**src/rtl/kwm_ram.sv**
```systemverilog
`timescale 1ns / 1ps
// Simple dual-port RAM, one write port, one read port with registered data
module kwm_ram #(
  parameter int WIDTH = 64,
  parameter int DEPTH = 64
) (
  input  logic                     clk,
  input  logic                     we,
  input  logic [$clog2(DEPTH)-1:0] waddr,
  input  logic [WIDTH-1:0]         wdata,
  input  logic [$clog2(DEPTH)-1:0] raddr,
  output logic [WIDTH-1:0]         rdata
);

  logic [WIDTH-1:0] mem_r [DEPTH];
  logic [WIDTH-1:0] rdata_r;

  always_ff @(posedge clk) begin
    if (we) begin
      mem_r[waddr] <= wdata;
    end
    rdata_r <= mem_r[raddr];
  end

  assign rdata = rdata_r;

endmodule

```
**config.mk**
```make
export PLATFORM = sky130hd
export DESIGN_NAME = kwm_ram
export DESIGN_NICKNAME = d
export VERILOG_FILES = /design/src/rtl/kwm_ram.sv
export SDC_FILE = /design/constraint.sdc
export NUM_CORES = 2
export LEC_CHECK = 0
export BUFFER_PORTS_ARGS = -buffer_cell sky130_fd_sc_hd__buf_2
export CAP_MARGIN = 30
export CORE_MARGIN = 1.5
export CORE_UTILIZATION = 50
export CTS_CLUSTER_DIAMETER = 50
export DETAILED_ROUTE_END_ITERATION = 8
export PLACE_DENSITY_LB_ADDON = 0.12
export SYNTH_ARGS = -nofsm -noshare
export SYNTH_HDL_FRONTEND = slang
export SYNTH_SLANG_ARGS = --single-unit
export TNS_END_PERCENT = 30
```
**constraint.sdc**
```tcl
create_clock -name clk -period 6.2 [get_ports clk]
set_input_delay 1.24 -clock clk [delete_from_list [all_inputs] [get_ports clk]]
set_output_delay 1.24 -clock clk [all_outputs]
set_load 0.05 [all_outputs]
```
* Word-level counts from Yosys, hierarchy flattened
Memory sizes are Yosys's and may differ from the RTL's. A register that Yosys moved wholly into a read port is not among the register bits.
Index checks and enable logic that the tools add are counted.
** Operators by class
- Multiplexer cells :: 2
** Operators with widths (count)
- $mux 1 :: 2
** Storage, ports and cells
- Register bits after elaboration :: 0
- RAM bits :: 4096
- Input bits :: 78
- Output and inout port bits :: 64
- Logic and storage cells :: 3
- Memories kept :: 1
** Memories
- mem_r :: words 64, width 64, rd ports 1, clocked after Yosys merged registers in 1, write ports 1, RTL line 15 : logic [WIDTH-1:0] mem_r [DEPTH];

* Longest topological paths before layout
- Word-level depth :: 2
- Mapped depth :: 9
- Mapped depth without buffers :: 5

* Least setup slack after synthesis
Ideal clock, no wire load.
- Kind :: input to register
- From :: in waddr[3]
- To :: mem mem_r[48][0], enable pin
- Library setup time :: 0.564 ns
- Arrival time :: 6.112 ns
- Data required time :: 5.636 ns
- Path slack :: -0.476 ns
- Stages on the path :: 4
- Buffers on the path :: 1
- Cells stage by stage :: clkbuf_1 nor2b_1 nand4b_1 nor3_1
** RTL lines
- start: declaration :: RTL line 9 : input logic [$clog2(DEPTH)-1:0] waddr,
- end: declaration :: RTL line 15
No word-level cell before the write port.

==> results.tsv <==
stage	metric	value	unit
worst_setup_path	start_kind	input pin	
floorplanning	rows	205	
placement	placed_area	0.164	mm²
cells_and_area	nFillCells	22472	
logic_synthesis	synth.top_cell.area_share	78.7	%
logic_synthesis	synth_edf_count	4096	
sta	holdWs	0.510	ns
cells_and_area	utilization	57.6	%
sta	maxSlewHeadroom	28.7	%
logic_synthesis	ys_types	33	
logic_synthesis	syn-cell-area	0.156	mm²
placement	portBuffers	141	
worst_setup_path	crit_type	input pin to flip-flop	
drt	totalWireLength	425000	µm
logic_synthesis	ys_warn_count	0	
clock_network	cts_htree_levels	5	
drt	drt_iter0_drc	9577	
hold_path	worstHoldPathCells	1	
worst_setup_path	reg2reg_from	mem_r[36][53]	
worst_setup_path	worstSetupPathDepth	7	
sta	rsz0062_at_grt	false	
floorplanning	dieArea	0.316	mm²
worst_setup_path	crit_start	raddr[1]	
global_routing	antenna_found_initial	28	
sta	period_minus_slack	3.36	ns
floorplanning	die_h	562	µm
worst_setup_path	critPathCapture	rdata[30]	
outcome	outcome	complete, no violations	
logic_synthesis	synthFlopType	edfxtp_1	
global_routing	overflow	0	
logic_synthesis	syn_avg_cell_area	23.7	µm²
pwr	p_leak	56.1	nW
clock_network	tritoncts	yes	
global_routing	grtUsageTotal	27.0	%
drt	vias	74663	
clock_network	clk_path_buf_depth	4	
drt	first_pass_iters	6	
hold_path	hold_path_class	input pin to flip-flop	
logic_synthesis	synth_seq_cells	4160	
sta	worst_pin_slew	1.07	ns
sta	hold_violations	0	
placement	place.gp.congestion	0.758	
worst_setup_path	crit_path_cell_trace	buf_8 > buf_12 > buf_4 > mux4_2 > a22oi_1 > nand3_1 > and3_1	
worst_setup_path	timing.rr.end	rdata[53]	
floorplanning	core-area	0.311	mm²
worst_setup_path	cp.required	7.02	ns
sta	post-route-period-util	54.1	%
clock_network	cts_made_buffers	440	
clock_network	clkLatencyLatePin	0.98	ns
floorplanning	start_util	50.2	%
clock_network	ctsHoldBuffers	0	
sta	skew	0.0659	ns
clock_network	cts_resized	0	
clock_network	clock_sinks	4160	
worst_setup_path	endpoint_kind	flip-flop	
cells_and_area	nNetsFinal	7155	
worst_setup_path	cpLargestDelayFamily	buffers and inverters	
worst_setup_path	slowest_stage	buf_12	
pwr	ir_drop	288	µV
drt	routed_via_density	6.44	
sta	tns	0	ns
floorplanning	chipWidth	562	µm
placement	place_hpwl	219000	µm
drt	antenna_left	0	
worst_setup_path	crit_fanout	98	
floorplanning	io_pins	142	
run	max_cap_viol_count	0	
logic_synthesis	synthArstFlopShare	0	%
logic_synthesis	yosysTopAreaCell	edfxtp_1	
worst_setup_path	rrSetupSlack	4.20	ns
pwr	power_density	338	mW/mm²
global_routing	grt_pass1_wl	594000	µm
logic_synthesis	syn_inst	6598	
worst_setup_path	cp.arrival	4.17	ns
worst_setup_path	cp_slowest_stage_delay	0.62	ns
global_routing	first_global_vias	75548	
clock_network	cts_root_buffer	clkbuf_16	
drt	post-route-drc-count	0	
clock_network	post_cts_buffers	0	
cells_and_area	synthToLayoutAreaGrowth	14.8	%
worst_setup_path	path_buf_inv	3	
logic_synthesis	syn_nets	6676	
sta	setup_viol	0	
logic_synthesis	synth.area.top_cells	edfxtp_1 (79%), mux4_2 (15%), mux2i_1 (0.86%), dfxtp_1 (0.82%), a22oi_1 (0.81%)	
global_routing	grt_max_degree	109	
cells_and_area	fin_area	0.179	mm²
worst_setup_path	r2r_cells	4	
sta	max_freq	0.298	GHz
clock_network	clk_pin_slew	0.06	ns
sta	slew_violations	0	
cells_and_area	layout-drive-gt1-share	29.4	%
drt	wl_per_cell	36.6	µm
logic_synthesis	synth-seq-area-share	79.5	%
[flip-flops by register name, indices dropped and copies added (netlist names)]
name	flops
rdata	64
mem_r	4096
[layout by cell type, fill, tap and decap left out, types with 83 or more instances in the layout]
master	instances
o22ai_1	83
buf_2	138
a22o_1	88
edfxtp_1	4096
clkbuf_1	110
mux4_2	1024
clkbuf_16	444
buf_12	133
a22oi_1	168
buf_4	128
mux2i_1	135
[metrics by stage]
stage	power [mW]	setup WS, ns	cells
4_1_cts	61.0	2.78	11545
6_report	60.6	2.84	11593
3_3_place_gp	34.7	1.87	10717
5_1_grt	62.2	2.73	11587
3_5_place_dp	34.8	1.89	10735
2_1_floorplan	33.5	-0.470	6598
[where the power goes]
| part | leakage [nW] | internal [mW] | switching [mW] |
|---|---|---|---|
| logic | 11.7 | 1.04 | 1.88 |
| registers | 37.4 | 31.1 | 0.152 |
| clock network | 7.09 | 15.5 | 10.9 |
[cells by family after synthesis]
| family | Yosys count | synth area share [%] |
|---|---|---|
| mux | 1159 | 15.6 |
| flops | 4160 | 79.5 |
| simple gates | 386 | 1.24 |
| buf+inv | 389 | 1.18 |
| compound gates | 504 | 2.48 |
[synthesized netlist by cell type, types with 29 or more instances]
library cell  number
o22ai_1           83
a22o_1            88
nand3_1           45
buf_4             34
nand2_1           58
mux4_2          1024
clkbuf_1         140
a211oi_1          63
nor2_1           112
dfxtp_1           64
o221ai_1          38
or3_1             29
edfxtp_1        4096
a22oi_1          168
mux2i_1          135
and3_1            64
buf_2            170
[worst reg2reg max path, cell delays in order, from the launching register on]
cell      delay [ns]
edfxtp_1        0.36
mux4_2          0.46
or3_1           0.33
a41oi_1         0.54
a211oi_1        0.14
[cell type report]
| cell class | instances | area (µm²) | share of cell area, % |
|---|---|---|---|
| multi-input combinational | 2049 | 30800 | 17.2 |
| sequential | 4160 | 124000 | 69.2 |
| inverter | 19 | 71.3 | 0.0397 |
| tap | 4140 | 5180 | 2.89 |
| antenna | 8 | 20.0 | 0.0112 |
| timing repair buffer | 407 | 4510 | 2.51 |
| clock inverter | 229 | 2750 | 1.53 |
| clock buffer | 581 | 11900 | 6.63 |
[worst min path at each step]
stage	slack [ns]	from	to
2_1_floorplan	0.79	mem_r[30][61]	rdata[61]
3_3_place_gp	0.83	mem_r[54][62]	rdata[62]
3_5_place_dp	0.84	mem_r[38][28]	rdata[28]
4_1_cts	0.57	wdata[55]	mem_r[7][55]
5_1_grt	0.49	wdata[24]	mem_r[25][24]
6_report	0.51	wdata[24]	mem_r[25][24]
[routing by layer]
| metal | share of wire (%) | global-route usage (%) | vias up | wire length (µm) |
|---|---|---|---|---|
| li1 | - | - | 29513 | - |
| met1 | 41 | 38.9 | 41206 | 174000 |
| met2 | 49 | 43.8 | 3339 | 208000 |
| met3 | 7.4 | 3.87 | 591 | 31400 |
| met4 | 2.8 | 7.14 | 14 | 11700 |
| met5 | 0.020 | 0 | - | 87 |
(Power assumes the default switching activity.)
