**config.mk**
```make
export PLATFORM = sky130hd
export DESIGN_NAME = kwm_lanes
export DESIGN_NICKNAME = d
export VERILOG_FILES = /design/src/rtl/kwm_pkg.sv /design/src/rtl/kwm_lanes.sv
export SDC_FILE = /design/constraint.sdc
export NUM_CORES = 1
export LEC_CHECK = 0
export BUFFER_PORTS_ARGS = -buffer_cell sky130_fd_sc_hd__buf_2
export CORE_ASPECT_RATIO = 1.2
export CORE_UTILIZATION = 53
export DETAILED_ROUTE_END_ITERATION = 6
export GPL_ROUTABILITY_DRIVEN = 0
export PLACE_DENSITY = 0.74
export SLEW_MARGIN = 20
export SYNTH_ARGS = -nofsm -noshare
export SYNTH_HDL_FRONTEND = slang
export SYNTH_SLANG_ARGS = --single-unit
```
**constraint.sdc**
```tcl
create_clock -name clk -period 2.7 [get_ports clk]
set_clock_uncertainty 0.15 [all_clocks]
set_input_delay 0.135 -clock clk [delete_from_list [all_inputs] [get_ports clk]]
set_output_delay 0.135 -clock clk [all_outputs]
set_load 0.01 [all_outputs]
```
**src/rtl/kwm_pkg.sv**
```systemverilog
`timescale 1ns / 1ps
package kwm_pkg;

  // Defaults for the top level parameters
  localparam int DEF_LANES      = 4;
  localparam int DEF_FIFO_DEPTH = 16;

  // Fixed payload widths
  localparam int FUNC_W     = 2;
  localparam int LANE_IN_W  = 2;
  localparam int ID_W       = 32;
  localparam int DENS_W     = 32;
  localparam int STATUS_W   = 2;
  localparam int ENTRY_W    = ID_W + DENS_W;
  // Lane index width inside the block, wide enough for the largest lane count
  localparam int CMD_LANE_W = 3;

  // Input function codes
  typedef enum logic [FUNC_W-1:0] {
    FN_PUSH = 2'd0,
    FN_END  = 2'd1,
    FN_STEP = 2'd2
  } func_t;

  // Result status codes
  typedef enum logic [STATUS_W-1:0] {
    ST_ENTRY = 2'd0,
    ST_WAIT  = 2'd1,
    ST_DONE  = 2'd2,
    ST_OVF   = 2'd3
  } status_t;

  // Sequencer states
  typedef enum logic [2:0] {
    S_IDLE,
    S_SCAN,
    S_DRAIN,
    S_MASK,
    S_EMIT,
    S_RESP
  } state_t;

  // Command from the sequencer to the lane pointer block
  typedef struct packed {
    logic                  push;
    logic                  mark;
    logic                  pop;
    logic [CMD_LANE_W-1:0] lane;
  } lane_cmd_t;

  // Status returned by the lane pointer block
  typedef struct packed {
    logic lane_ok;
    logic lane_full;
    logic any_wait;
  } lane_stat_t;

endpackage

```
**src/rtl/kwm_lanes.sv**
```systemverilog
`timescale 1ns / 1ps
// Per-lane read/write pointers, end marks and the address map of the entry store
module kwm_lanes import kwm_pkg::*; #(
  parameter int LANES      = DEF_LANES,
  parameter int FIFO_DEPTH = DEF_FIFO_DEPTH
) (
  input  logic                                  clk,
  input  logic                                  rst_n,
  input  lane_cmd_t                             cmd,
  input  logic [$clog2(LANES)-1:0]              scan_lane,
  output lane_stat_t                            stat,
  output logic [$clog2(LANES)-1:0]              wait_lane,
  output logic [LANES-1:0]                      present,
  output logic [$clog2(LANES*FIFO_DEPTH)-1:0]   wr_addr,
  output logic [$clog2(LANES*FIFO_DEPTH)-1:0]   rd_addr
);

  localparam int LANE_W  = $clog2(LANES);
  localparam int AW      = $clog2(LANES * FIFO_DEPTH);
  localparam int PTR_MOD = 2 * FIFO_DEPTH;
  localparam int PW      = $clog2(PTR_MOD);
  localparam int SW      = $clog2(FIFO_DEPTH);

  logic [PW-1:0]    rp_r [LANES];
  logic [PW-1:0]    wp_r [LANES];
  logic [LANES-1:0] ended_r;

  logic [LANE_W-1:0] ix;
  logic [LANES-1:0]  full_vec;
  logic [PW:0]       fill [LANES];
  logic              lane_ok;
  logic              any_wait;

  // Wrap at twice the depth
  function automatic logic [PW-1:0] ptr_inc(input logic [PW-1:0] p);
    ptr_inc = (p == PW'(PTR_MOD - 1)) ? '0 : p + PW'(1);
  endfunction

  // Entry address: lane base plus pointer modulo the depth
  function automatic logic [AW-1:0] addr_of(input logic [LANE_W-1:0] l,
                                            input logic [PW-1:0]     p);
    logic [SW-1:0] slot;
    slot    = (p >= PW'(FIFO_DEPTH)) ? SW'(p - PW'(FIFO_DEPTH)) : SW'(p);
    addr_of = AW'(AW'(l) * AW'(FIFO_DEPTH)) + AW'(slot);
  endfunction

  assign ix = LANE_W'(cmd.lane);

  // Fill levels and occupancy
  always_comb begin
    for (int l = 0; l < LANES; l++) begin
      fill[l] = {1'b0, wp_r[l]} - {1'b0, rp_r[l]};
      if (wp_r[l] < rp_r[l]) begin
        fill[l] = fill[l] + (PW+1)'(PTR_MOD);
      end
      full_vec[l] = (fill[l] >= (PW+1)'(FIFO_DEPTH));
      present[l]  = (wp_r[l] != rp_r[l]);
    end
  end

  // Lowest lane that is still open and empty
  always_comb begin
    any_wait  = 1'b0;
    wait_lane = '0;
    for (int l = LANES - 1; l >= 0; l--) begin
      if (!ended_r[l] && !present[l]) begin
        any_wait  = 1'b1;
        wait_lane = LANE_W'(l);
      end
    end
  end

  assign lane_ok = (32'(cmd.lane) < LANES);
  assign stat    = '{lane_ok: lane_ok, lane_full: lane_ok && full_vec[ix], any_wait: any_wait};

  assign wr_addr = addr_of(ix, wp_r[ix]);
  assign rd_addr = addr_of(scan_lane, rp_r[scan_lane]);

  // Pointer and end mark updates
  always_ff @(posedge clk) begin
    if (!rst_n) begin
      for (int l = 0; l < LANES; l++) begin
        rp_r[l] <= '0;
        wp_r[l] <= '0;
      end
      ended_r <= '0;
    end else begin
      if (cmd.push && stat.lane_ok && !stat.lane_full) begin
        wp_r[ix] <= ptr_inc(wp_r[ix]);
      end
      if (cmd.mark && stat.lane_ok) begin
        ended_r[ix] <= 1'b1;
      end
      if (cmd.pop) begin
        rp_r[ix] <= ptr_inc(rp_r[ix]);
      end
    end
  end

  // A push reaches here only for a lane in range with room left
  a_push_room: assert property (@(posedge clk) disable iff (!rst_n)
    cmd.push |-> stat.lane_ok && !stat.lane_full)
    else $error("push issued to a full or absent lane");

  // Pops only take entries that are there
  a_pop_present: assert property (@(posedge clk) disable iff (!rst_n)
    cmd.pop |-> stat.lane_ok && present[ix])
    else $error("pop from an empty lane");

  // No lane ever holds more than its depth
  for (genvar g = 0; g < LANES; g++) begin : g_fill_chk
    a_fill_bound: assert property (@(posedge clk) disable iff (!rst_n)
      fill[g] <= (PW+1)'(FIFO_DEPTH))
      else $error("lane fill beyond depth");
  end

endmodule

```
Word level (Yosys, flattened, before mapping)
Memory sizes are Yosys's and may differ from the RTL's.
Cells that the tools add are included.
Widths: inputs -> output; s select.
{"block": "totals", "ff_bits": 4, "ram_bits": 40, "out_inout_bits": 21, "elab_cells": 90, "mem_count": 2}
{"block": "op_classes", "addsub": 14, "order_cmp": 13, "eq_ne": 6, "n_mux": 33, "bitwise": 1, "n_reduce_logical": 20}
{"name": "rp_r", "depth": 4, "word_bits": 5, "rd": 6, "rd_ports_with_merged_regs": 0, "write_ports": 4, "line": "kwm_lanes.sv:24", "text": "logic [PW-1:0] rp_r [LANES];"}
{"name": "wp_r", "depth": 4, "word_bits": 5, "rd": 5, "rd_ports_with_merged_regs": 0, "write_ports": 4, "line": "kwm_lanes.sv:25", "text": "logic [PW-1:0] wp_r [LANES];"}
{"operator": "$add 6x6->6 const B", "count": 4}
{"operator": "$ge 6x5->1 const B", "count": 4}
{"operator": "$mux 6", "count": 4}
{"operator": "$sub 5x5->6", "count": 4}
{"operator": "$lt 5x5->1", "count": 4}
{"operator": "$mux 5", "count": 4}
{"operator": "$ne 5x5->1", "count": 4}
{"operator": "$mux 1", "count": 15}
{"operator": "$add 6x4->6", "count": 2}
{"operator": "$mux 2", "count": 6}
{"operator": "$add 5x1->5 const B", "count": 2}
{"operator": "$eq 5x5->1 const B", "count": 2}
{"operator": "$ge 5x5->1 const B", "count": 2}
{"operator": "$reduce_or 5->1", "count": 2}
{"operator": "$logic_and 1x1->1", "count": 9}
{"operator": "$logic_not 1->1", "count": 9}
{"operator": "$mux 4", "count": 2}
{"operator": "$sub 4x1->4 const B", "count": 2}
{"operator": "$or 4x4->4", "count": 1}
{"operator": "$lt 2x3->1 const B", "count": 1}
{"operator": "$lt 3x3->1 const B", "count": 1}
{"operator": "$bmux 1 s2", "count": 1}
{"operator": "$demux 1 s2", "count": 1}
{"operator": "$ge 2x1->1 const B", "count": 1}

Logic depth before layout (Yosys ltp)
Gate-level depths: netlist of run 1.
{"block": "logic_depth", "ltp_word": 14, "ltp_mapped": 9}

Worst setup path after synthesis of run 1
No wires, ideal clock.
{"block": "synth_path", "path_type": "flip-flop to flip-flop", "startpoint": "memory wp_r[1][1] in the netlist's numbering", "endpoint": "memory wp_r[0][0] in the netlist's numbering, enable pin", "arrival_time_ns": 2.025, "slack_ns": 0.151, "stages_incl_launch_ff": 9, "path_buffers": 1, "cell_sequence": "edfxtp_1 > ha_1 > nor2b_1 > o211ai_1 > nand3_1 > a21oi_1 > nor4_4 > buf_6 > o21ai_0"}
{"element": "start, declared", "line": "kwm_lanes.sv:25"}

==> results.yml, run 1 <==
synth:
  muxShareOfSynthArea_pct: 11.03
  synthAdderAreaFrac_pct: 10.51
  yosysUniqueCellTypes: 33
  synth-simple-area-share_pct: 17.21
  synth_area_um2: 2858
  ys_seq_area_share_pct: 44.83
  synth_nets: 297
  yosys.area.top_type: "edfxtp_1"
  synth_top_area_share_pct: 42.03
  synth_xor_area_share_pct: 1.226
  ys_warn_count: 0
  syn_inst: 263
  synth_seq_cells: 44
  synth_compound_area_share_pct: 6.743
  syn_area_per_cell_um2: 10.87
  synth.area.top_cells: "edfxtp_1, mux4_2, ha_1, inv_1, nor2_1"
  synth_top_family_by_area: "simple AND/OR/NAND/NOR gates"
final_layout:
  final_nets: 344
  utilization_pct: 65.23
  layout-drive-gt1-share_pct: 27.33
  n_antenna_cell: 0
  area_growth_syn_to_layout_pct: 15.15
grt:
  grt_max_degree: 21
  track_usage_pct: 24.33
  grt_pass1_wl_um: 10330
  grt_antenna_before_repair: 0
  grt_pass1_vias: 2068
  grt_overflow_total: 0
die:
  io_pins: 31
  core-area_um2: 5045
  die-height_um: 82.44
  num_rows: 28
  start_util_pct: 56.65
  fp.dieW_um: 69.03
  die_area_um2: 5691
setup_path:
  max_stage_delay_ps: 400
  critPathKind: "flop to primary output"
  crit_chain: "inv_1, ha_1, nor2b_1, o211ai_1, a21oi_1, a31o_1, nor4_4, buf_4, and2_4, buf_6"
  cp.arrival_ps: 2410
  path_depth: 10
  crit_fanout: 4
  cp_top_family: "simple AND/OR/NAND/NOR gates"
  critPathLaunchType: "flop"
  end_kind: "primary output"
  rr_worst_depth: 10
  slowest_stage: "edfxtp_1"
  worstPathRequired_ps: 2410
  crit_buf_inv: 3
timing:
  max_slew_margin_pct: 53.86
  clock.fmax_mhz: 371.1
  whs_ps: 101.9
  hold_violations: 0
  tightest_slew_ps: 684.8
  post-route-period-util_pct: 99.79
  fin_crit_ps: 2694
  maxSlewViolCount: 0
  final-setup-viol-count: 0
  rsz0062_at_grt: "true"
clock_network:
  cts_htree_levels: 2
  cts_hold_repair.buffers: 0
  clock_path_buffers: 2
  insertion_delay_ps: 300
  numCtsBuffers: 5
  cts-root-buf: "clkbuf_8"
  cts.sinks: 44
  cts_tree: "built"
  path_clk_slew_ps: 80
status:
  status: "finished, final reports clean"
flow_run:
  maxCapViolCount: 0
detailed_routing:
  drt-pass1-iter-count: 4
  routedWlPerCell_um: 18.28
  detail_route.wirelength_um: 6783
  drt_iter0_drc: 149
  vias: 2213
  drc_errors: 0
  routed_via_density: 5.965
  ant_nets: 0
power:
  p_seq_share_pct: 49.4
  power.density_nw_per_um2: 498.3
  p_sw_share_pct: 28.12
  pwr-share-clk_pct: 26.1
  switchingPower_mw: 0.4611
  power.leakage_nw: 1.414
  peakVddDrop_mv: 0.3870
  p_comb_share_pct: 24.5
  p_int_mw: 1.178
min_path:
  min_path_cells: 4
  hold_path.class: "input pin to flop"
placed_design:
  portBuffers: 30
  dp_hpwl_um: 5250
[timing repair]
item	CTS	global route
endpoints found under the setup margin	16	12
resized for setup	5	6
pin swaps	2	4
setup buffers	1	11
[flip-flops by register name (all words and copies together) (netlist names)]
| register | flops |
|---|---|
| wp_r | 20 |
| ended_r | 4 |
| rp_r | 20 |
[synthesized netlist by cell type (all sizes together)]
| library cell | number |
|---|---|
| or3 | 3 |
| buf | 14 |
| nand2b | 2 |
| a21o | 1 |
| xor2 | 1 |
| o31ai | 1 |
| nor4 | 1 |
| nand3 | 14 |
| nor2b | 8 |
| o21a | 4 |
| nand2 | 14 |
| inv | 30 |
| and2 | 1 |
| nor2 | 28 |
| or2 | 1 |
| clkbuf | 4 |
| o41ai | 1 |
| xnor2 | 3 |
| edfxtp | 40 |
| o21ai | 7 |
| nand4 | 1 |
| o211ai | 4 |
| nor3 | 21 |
| a21oi | 8 |
| dfxtp | 4 |
| a31o | 2 |
| a211o | 1 |
| and3 | 6 |
| mux4 | 14 |
| ha | 24 |
[final timing paths]
kind | start | slack (ps) | to
worst min-delay path | cmd[4] | 100 | ended_r[0]
worst min register to register | ended_r[3] | 330 | ended_r[3]
worst max register to register | wp_r[1][1] | 70 | wp_r[3][2]
worst max-delay path | rp_r[0][1] | 6 | stat[1]
[worst min-delay path, delay by kind of cell]
| family | cells | cell delay, ps |
|---|---|---|
| AND/OR/NAND/NOR | 2 | 200 |
| AO/OA/AOI/OAI | 1 | 110 |
| buffers and inverters | 1 | 70 |
[cell usage in the layout, fill, tap and decap left out, types with 2 or more instances in the layout]
| master | n |
|---|---|
| nor2_1 | 28 |
| o21ai_1 | 3 |
| nor2b_1 | 7 |
| edfxtp_1 | 40 |
| nor3_1 | 21 |
| nand2_1 | 14 |
| clkbuf_8 | 6 |
| buf_4 | 26 |
| buf_6 | 3 |
| clkbuf_1 | 2 |
| o211ai_1 | 4 |
| a21oi_1 | 7 |
| xnor2_1 | 3 |
| inv_1 | 30 |
| and3_1 | 6 |
| nand2b_1 | 2 |
| buf_2 | 29 |
| o21a_1 | 4 |
| ha_1 | 24 |
| dfxtp_1 | 4 |
| mux4_2 | 14 |
| or3_1 | 3 |
| o21ai_0 | 4 |
| nand3_1 | 14 |
[power groups by stage]
stage	Sequential (mW)	Combinational, mW	Clock, mW
2_1_floorplan	0.808	0.246	0
5_1_grt	0.812	0.437	0.444
3_3_place_gp	0.823	0.332	0
3_5_place_dp	0.826	0.342	0
6_report	0.810	0.402	0.427
4_1_cts	0.810	0.353	0.430
[stage by stage]
stage               std cells  setup WS [ps]  power (mW)  TNS [ps]  area, um^2
floorplan                 263          151.1       1.054         0        2858
global placement          351          121.8       1.155         0        3074
detailed placement        351         -27.04       1.167    -240.4        3074
CTS                       360         -53.09       1.593    -53.09        3181
global route              371         -75.43       1.694    -149.9        3291
finish                    371          5.550       1.640         0        3291
[layout make-up]
class                      instances  area (um^2)
clock buffer                       8        90.09
fill                             407         1754
inverter                          30        112.6
multi-input combinational        171         1358
sequential                        44         1281
tap                               60        75.07
timing repair buffer              58        374.1
[metal layers]
metal	vias up	GRT usage (%)	share of wire, %
met5	-	0	0
met2	94	41.55	50
met4	0	10.82	2.5
met3	12	2.670	6.4
met1	1070	31.77	42
li1	1037	-	-
[cells by family after synthesis]
kind of cell / Yosys count
and+or+nand+nor: 100
buffers and inverters: 48
DFF: 44
AOI/OAI and AO/OA: 29
adders and majority gates: 24
muxes: 14
xor gates and xnor gates: 4
Note: power is estimated with default switching activity, not from simulation.
==> run 2: changes to the inputs <==
--- a/config.mk
+++ b/config.mk
@@ -11,6 +11,7 @@
 export DETAILED_ROUTE_END_ITERATION = 6
 export GPL_ROUTABILITY_DRIVEN = 0
 export PLACE_DENSITY = 0.74
+export RECOVER_POWER = 100
 export SLEW_MARGIN = 20
 export SYNTH_ARGS = -nofsm -noshare
 export SYNTH_HDL_FRONTEND = slang
==> run 2 against run 1 <==
Against the previous run:
- clock-buffer cell count stayed put
- sequential cell count is the same
- critical path type unchanged
- critical path depth is the same
- first-iteration DRC count is the same
- final area is essentially flat
- worst setup slack hardly changed
- highest routed layer unchanged
- worst hold slack unchanged
- clock power barely moved
- total power barely moved
- sequential power hardly changed
==> results.yml, run 2 (synthesis gave the netlist of run 1 again) <==
status:
  status: "finished, final reports clean"
die:
  die-height_um: 82.44
  core-area_um2: 5045
  num_rows: 28
  fp.dieW_um: 69.03
  io_pins: 31
  die_area_um2: 5691
  start_util_pct: 56.65
final_layout:
  layout-drive-gt1-share_pct: 26.69
  final_area_um2: 3288
  final_cells: 371
  layout_commonest_cell: "edfxtp_1"
  top_regs: "rp_r (20), wp_r (20), ended_r (4)"
  utilization_pct: 65.18
  layout.cells.most_common_list: "edfxtp_1, inv_1, nor2_1"
  n_antenna_cell: 0
  fillers: 408
  final_nets: 344
  area_growth_syn_to_layout_pct: 15.06
grt:
  grt_pass1_vias: 2068
  track_usage_pct: 24.33
  grt_overflow_total: 0
  grt_max_degree: 21
  grt_antenna_before_repair: 0
  grt_pass1_wl_um: 10330
timing:
  hold_violations: 0
  rsz0062_at_grt: "true"
  whs_ps: 101.9
  maxSlewViolCount: 0
  tightest_slew_ps: 684.8
  clock.fmax_mhz: 371.1
  fin_crit_ps: 2694
  post-route-period-util_pct: 99.80
  max_slew_margin_pct: 53.86
  final-setup-viol-count: 0
setup_path:
  worstPathRequired_ps: 2410
  rr_worst_depth: 10
  critPathKind: "flop to primary output"
  crit_fanout: 4
  cp.arrival_ps: 2410
  cp-startpoint: "rp_r[0][1]"
  r2r-end: "wp_r[3][2]"
  critPathLaunchType: "flop"
  end_kind: "primary output"
  endpoint: "stat[1]"
  r2r-start: "wp_r[1][1]"
  rrSetupSlack_ps: 70
placed_design:
  dp_hpwl_um: 5250
  portBuffers: 30
  dp.cells: 351
  placed_cell_area_um2: 3074
clock_network:
  insertion_delay_ps: 300
  cts-root-buf: "clkbuf_8"
  cts_tree: "built"
  numCtsBuffers: 5
  cts_htree_levels: 2
  clock_path_buffers: 2
  cts.sinks: 44
  path_clk_slew_ps: 80
detailed_routing:
  drt-pass1-iter-count: 4
  ant_nets: 0
  routedWlPerCell_um: 18.30
  routed_via_density: 5.962
  detail_route.wirelength_um: 6791
  drt_iter0_drc: 149
  vias: 2212
  drc_errors: 0
power:
  power_mw: 1.639
  power.density_nw_per_um2: 498.6
  power.leakage_nw: 1.409
  peakVddDrop_mv: 0.3870
flow_run:
  maxCapViolCount: 0
min_path:
  hold_path.class: "input pin to flop"
==> run 2: changes by cell type in the layout (fill, tap and decap cells not counted) <==
cell and change:
clkbuf_1 +2, buf_2 -2
==> run 2: worst max-delay path: stages (launching register included) <==
cell and delay (ps):
edfxtp_1 400, inv_1 80, ha_1 230, nor2b_1 130, o211ai_1 210, a21oi_1 100, a31o_1 230, nor4_4 310
buf_4 190, and2_4 140, buf_6 90
==> run 2: metrics by stage <==
step / setup slack [ps] / TNS (ps)
detailed placement: -27.04 / -240.4
global route: -75.43 / -149.9
global placement: 121.8 / 0
finish: 5.516 / 0
floorplan: 151.1 / 0
CTS: -53.09 / -53.09
==> run 2: cell type report <==
| class | instances | area [um^2] | share of cell area (%) |
|---|---|---|---|
| Multi-Input combinational cell | 171 | 1358 | 41.29 |
| Sequential cell | 44 | 1281 | 38.97 |
| Timing Repair Buffer | 58 | 371.6 | 11.30 |
| Inverter | 30 | 112.6 | 3.425 |
| Clock buffer | 8 | 90.09 | 2.740 |
| Tap cell | 60 | 75.07 | 2.283 |
==> run 2: worst min path at each step <==
| stage | startpoint | endpoint | cells after the start |
|---|---|---|---|
| after global placement | ended_r[0] | ended_r[0] | 1 |
| after global routing | cmd[4] | ended_r[0] | 4 |
| after CTS | cmd[4] | ended_r[3] | 4 |
| final | cmd[4] | ended_r[0] | 4 |
| after detailed placement | ended_r[3] | ended_r[3] | 1 |
| after floorplan | scan_lane[0] | rd_addr[4] | 1 |
==> run 2: repair_timing <==
| action | CTS | global route |
|---|---|---|
| hold buffers | 0 | 0 |
| resized for setup | 5 | 6 |
| endpoints found under the hold margin | 0 | 0 |
| setup buffers | 1 | 11 |
| endpoints found under the setup margin | 16 | 12 |
| pin swaps | 2 | 4 |
==> run 2: power by group <==
group          switching [mW]  total, mW  internal [mW]
Clock                   0.218      0.427          0.209
Sequential             0.0300      0.810          0.780
Combinational           0.213      0.402          0.189
Total                   0.461       1.64           1.18
==> run 2: per-layer routing <==
layer  part of all wire [%]  global-route usage [%]
met5                      0                       0
met4                    2.5                   10.82
met2                     49                   41.55
met3                    6.3                   2.670
met1                     42                   31.77
